### src/rtl/tqlu_pkg.sv
// Shared types, constants and controller/datapath interface structs for the Q-table block.
package tqlu_pkg;

   localparam int VALUE_W = 32;
   localparam int CSR_IDX_W = 1;
   localparam int CSR_DATA_W = 16;

   typedef logic [4:0] state_field_type;
   typedef logic signed [7:0] reward_type;
   typedef logic signed [VALUE_W-1:0] value_type;
   typedef logic [CSR_DATA_W-1:0] csr_data_type;

   typedef enum logic [CSR_IDX_W-1:0] {
      CSR_LEARNING_RATE = 1'b0,
      CSR_DISCOUNT      = 1'b1
   } csr_index_type;

   localparam csr_data_type LEARNING_RATE_RESET = 16'd655;
   localparam csr_data_type DISCOUNT_RESET      = 16'd58982;

   localparam logic CMD_QUERY  = 1'b0;
   localparam logic CMD_UPDATE = 1'b1;

   // Commands from the sequencer to the datapath.
   typedef struct packed {
      logic req_ready;
      logic rd_cur;
      logic cap_next;
      logic cap_cur;
      logic mul_gamma;
      logic form_diff;
      logic mul_rate;
      logic write_row;
      logic load_out;
      logic clear_step;
   } tqlu_cmd_type;

   // Status from the datapath to the sequencer.
   typedef struct packed {
      logic req_valid;
      logic is_update;
      logic out_free;
      logic clr_last;
   } tqlu_status_type;

endpackage

### src/rtl/tqlu_ctrl.sv
// Sequencer for the table clearing pass, query and read-modify-write update.
module tqlu_ctrl (
   input  logic                     clock,
   input  logic                     reset,
   input  tqlu_pkg::tqlu_status_type status,
   output tqlu_pkg::tqlu_cmd_type    cmd
);
   import tqlu_pkg::*;

   typedef enum logic [3:0] {
      S_CLEAR,
      S_IDLE,
      S_RD_CUR,
      S_LOAD_Q,
      S_MUL_GAMMA,
      S_DIFF,
      S_MUL_RATE,
      S_WRITE,
      S_OUT
   } state_type;

   state_type state_ff;
   state_type state_in;

   always_comb begin
      state_in = state_ff;
      cmd      = '0;
      case (state_ff)
         S_CLEAR: begin
            cmd.clear_step = 1'b1;
            if (status.clr_last) begin
               state_in = S_IDLE;
            end
         end
         S_IDLE: begin
            cmd.req_ready = 1'b1;
            if (status.req_valid) begin
               state_in = S_RD_CUR;
            end
         end
         S_RD_CUR: begin
            cmd.cap_next = 1'b1;
            cmd.rd_cur   = 1'b1;
            state_in     = status.is_update ? S_LOAD_Q : S_OUT;
         end
         S_LOAD_Q: begin
            cmd.cap_cur = 1'b1;
            state_in    = S_MUL_GAMMA;
         end
         S_MUL_GAMMA: begin
            cmd.mul_gamma = 1'b1;
            state_in      = S_DIFF;
         end
         S_DIFF: begin
            cmd.form_diff = 1'b1;
            state_in      = S_MUL_RATE;
         end
         S_MUL_RATE: begin
            cmd.mul_rate = 1'b1;
            state_in     = S_WRITE;
         end
         S_WRITE: begin
            cmd.write_row = 1'b1;
            state_in      = S_OUT;
         end
         S_OUT: begin
            // The result waits here while the previous beat is still unread.
            if (status.out_free) begin
               cmd.load_out = 1'b1;
               state_in     = S_IDLE;
            end
         end
         default: begin
            state_in = S_IDLE;
         end
      endcase
   end

   always_ff @(posedge clock) begin
      if (reset) begin
         state_ff <= S_CLEAR;
      end else begin
         state_ff <= state_in;
      end
   end

endmodule

### config.mk
export PLATFORM = sky130hd
export DESIGN_NAME = tqlu_ctrl
export DESIGN_NICKNAME = d
export VERILOG_FILES = /design/src/rtl/tqlu_pkg.sv /design/src/rtl/tqlu_ctrl.sv
export SDC_FILE = /design/constraint.sdc
export NUM_CORES = 1
export LEC_CHECK = 0
export BUFFER_PORTS_ARGS = -buffer_cell sky130_fd_sc_hd__buf_4
export CAP_MARGIN = 10
export CORE_AREA = 2 2 39 41
export DETAILED_ROUTE_END_ITERATION = 12
export DIE_AREA = 0 0 41 43
export GPL_TIMING_DRIVEN = 0
export SYNTH_ARGS = -nofsm -noshare
export SYNTH_HDL_FRONTEND = slang
export SYNTH_SLANG_ARGS = --single-unit
export TNS_END_PERCENT = 20
### constraint.sdc
create_clock -name clock -period 1.56 [get_ports clock]
set_input_delay 0.312 -clock clock [delete_from_list [all_inputs] [get_ports clock]]
set_output_delay 0.312 -clock clock [all_outputs]
set_load 0.1 [all_outputs]
==> results.cfg <==
[logic_synthesis]
ys_async_sr_fraction_pct = 0
synth.yosys.seq_area_share_pct = 27.0
synth_edf_count = 0
synth-seq-cells = 4
yosys.cell_count.top_type = nor3_1
yosys_warnings = 0
synth_cell_type_count = 22
average_cell_area_after_synthesis_um2 = 7.80
yosysTopAreaCell = dfxtp_1
syn-instance-count = 38
synth.cell_area_um2 = 297
netlist.area_leader.share_pct = 27.0
synthTopCellsByCount = 5 x nor3_1, 4 x dfxtp_1, 4 x nor2_1
net_count_after_synthesis = 44
netlist_top_cells_area = dfxtp_1 27%, nor3_1 8.4%, buf_6 7.6%
synth_flop_cell = dfxtp_1

[timing]
timing.slew.headroom_pct = 78.9
fin_skew_ps = 6.65
post-route-period-util_pct = 106
min_period_ps = 1650
setup_repair_after_global_routing_missed_its_margin = yes
worst_slew_pin_slew_ps = 308
setup_violations = 5
timing_hold_violations_final = 0
fmax_mhz = 607
whs_ps = 259
post-route-worst-setup-slack_ps = -88.8
final-max-slew-violation-count = 0

[clock_tree]
ctsRootBufferMaster = clkbuf_4
clock_tree.htree_level_count = 1
post_cts_hold_buffer_count = 0
clock_sink_count = 4
worstSkewPairLatency_ps = 240
cts_buffers = 3
clock_transition_at_the_register_clock_pins_on_the_worst_setup_and_hold_paths_after_cts_ps = 40
tritoncts_clock_tree = built
max_root_sink_buffers = 2

[die]
coreArea_um2 = 1380
starting_density_of_the_core_pct = 21.4
die_area_um2 = 1760
die_h_um = 43
die_x_um = 41
core.rowCount = 14
io_pins = 16

[worst_setup_path]
worstSetupEndpointType = output port
crit_path_end = cmd[5]
cp_slowest_cell = dfxtp_2
rr_startpoint = state_ff[2]$_SDFFE_PP0P_
rr_endpoint = state_ff[1]$_SDFFE_PP0P_
setup.worst_path.start_class = flop
worstPathCellList = buf_8 > or2b_4 > nor3_4 > buf_12
reg2reg_depth = 5
worst-endpoint-required_ps = 1250
criticalPathCategory = reg -> out
regToRegSetupSlack_ps = 330
worstSetupStartpoint = state_ff[2]$_SDFFE_PP0P_
critical-path-max-stage-delay_ps = 320
cp_max_fo = 8
timing.critical_path.arrival_ps = 1340

[status]
run_status = finished, violations left
violations = setup timing

[global_route]
grt_remaining_overflow = 0
largest_net_degree_at_the_start_of_global_routing = 11
grtUsageTotal_pct = 13.0
vias_in_the_first_global_route = 349
grt_antenna_before_repair = 0
first_pass_grt_wire_length_um = 1550

[routing]
dr.pass1.iters = 4
wirelength_um = 815
drc = 0
vias_per_cell = 4.68
final_antenna_net_count = 0
drt-wirelength-per-cell_um = 10.7
vias = 356
drtIter0Drc = 3

[final_layout]
antenna-diode-count = 0
largest_reg_flops = 4
reg.largest.list = state_ff (4)
fill_cells = 139
postLayoutCellArea_um2 = 689
drive_above_1_share_pct = 70.0
sequential_cell_area_um2 = 85.1
nets_finish = 68
largest_register = state_ff
multiInputGateArea_um2 = 260
syn2layout_area_growth_pct = 132
final_core_util_pct = 49.8

[power_and_ir_drop]
leakage_uw = 0.000276
power.ir.vdd_worst_mv = 0.615
power-per-cell-area_nw_per_um2 = 868

[placement]
place_hpwl_um = 562
placedInstanceArea_um2 = 520
gp_routability_congestion = 0.708
place_worst_setup_slack_ps = -30.4
place.port_buffers = 15

[job]
drv_cap = 0

[min_path]
hold_class = in -> reg
==> routing by layer <==
layer	vias to the layer above	share of wire, %	global-route usage, %
li1	174	-	-
met1	166	43	17.7
met2	16	52	17.5
met3	0	5.6	7.85
met4	0	0	2.00
met5	-	0	0
==> critical path: cells and delay by family (launching register included) <==
kind | cells | cell delay (ps)
simple gates | 2 | 440
buf+inv | 2 | 330
flops | 1 | 320
==> power by group <==
part	leakage, µW	switching (µW)	total (µW)	internal (µW)
clock network	0.0000138	42.4	128	86.0
logic	0.000228	212	338	126
registers	0.0000338	17.9	132	114
total	0.000276	272	598	326
==> area by class of cell <==
class                           instances  share of cell area, %
Buffer                                  4                   8.35
Clock buffer                            3                   3.27
Inverter                                1                  0.544
Multi-Input combinational cell         28                   37.7
Sequential cell                         4                   12.3
Tap cell                               16                   2.90
Timing Repair Buffer                   20                   34.8
==> repair_timing <==
action                                  CTS  global route
endpoints found under the setup margin   10            10
endpoints found under the hold margin     0             0
gates resized for setup                  25             6
pin swaps                                 4             2
buffers inserted                          4             1
==> per-stage QoR <==
step	instances	setup TNS [ps]	total power [µW]
3_5_place_dp	69	-34.6	428
3_3_place_gp	69	-18.1	427
5_1_grt	76	-802	642
2_1_floorplan	38	-3140	376
4_1_cts	76	-414	614
6_report	76	-325	598
==> layout by cell type (no fill, tap or decap) <==
cell,n
buf_4,10
buf_12,7
buf_6,6
nor2_2,3
nor3_4,3
clkbuf_4,3
nand2_1,2
nand2b_1,2
a21oi_1,2
dfxtp_1,2
nand2b_4,1
buf_8,1
or2b_4,1
nor3_2,1
nor4_4,1
nor4b_4,1
and2_4,1
o21bai_1,1
o21a_1,1
inv_1,1
o211a_1,1
xor2_1,1
nor3_1,1
or3_1,1
a21o_1,1
a21oi_2,1
nor2_1,1
a2111oi_0,1
dfxtp_4,1
dfxtp_2,1
==> kinds of logic (layout without fill, tap and decap cells) <==
kind of cell | count (synthesis) | in the layout | synth area share (%)
AO/OA/AOI/OAI | 8 | 8 | 20.3
XOR/XNOR | 1 | 1 | 2.95
buffers and inverters | 6 | 28 | 15.6
flip-flops | 4 | 4 | 27.0
AND/OR/NAND/NOR | 19 | 19 | 34.2
==> how the worst min path moves through the flow <==
stage                     start                       end  slack [ps]  cells after the start
final                     reset  state_ff[3]$_SDFFE_PP0P_         260                      2
after global routing      reset  state_ff[3]$_SDFFE_PP0P_         250                      2
after floorplan           reset  state_ff[3]$_SDFFE_PP0P_         370                      1
after global placement    reset  state_ff[3]$_SDFFE_PP0P_         510                      2
after detailed placement  reset  state_ff[3]$_SDFFE_PP0P_         510                      2
after CTS                 reset  state_ff[3]$_SDFFE_PP0P_         250                      2
No activity file was read; power rests on OpenSTA's default activity.
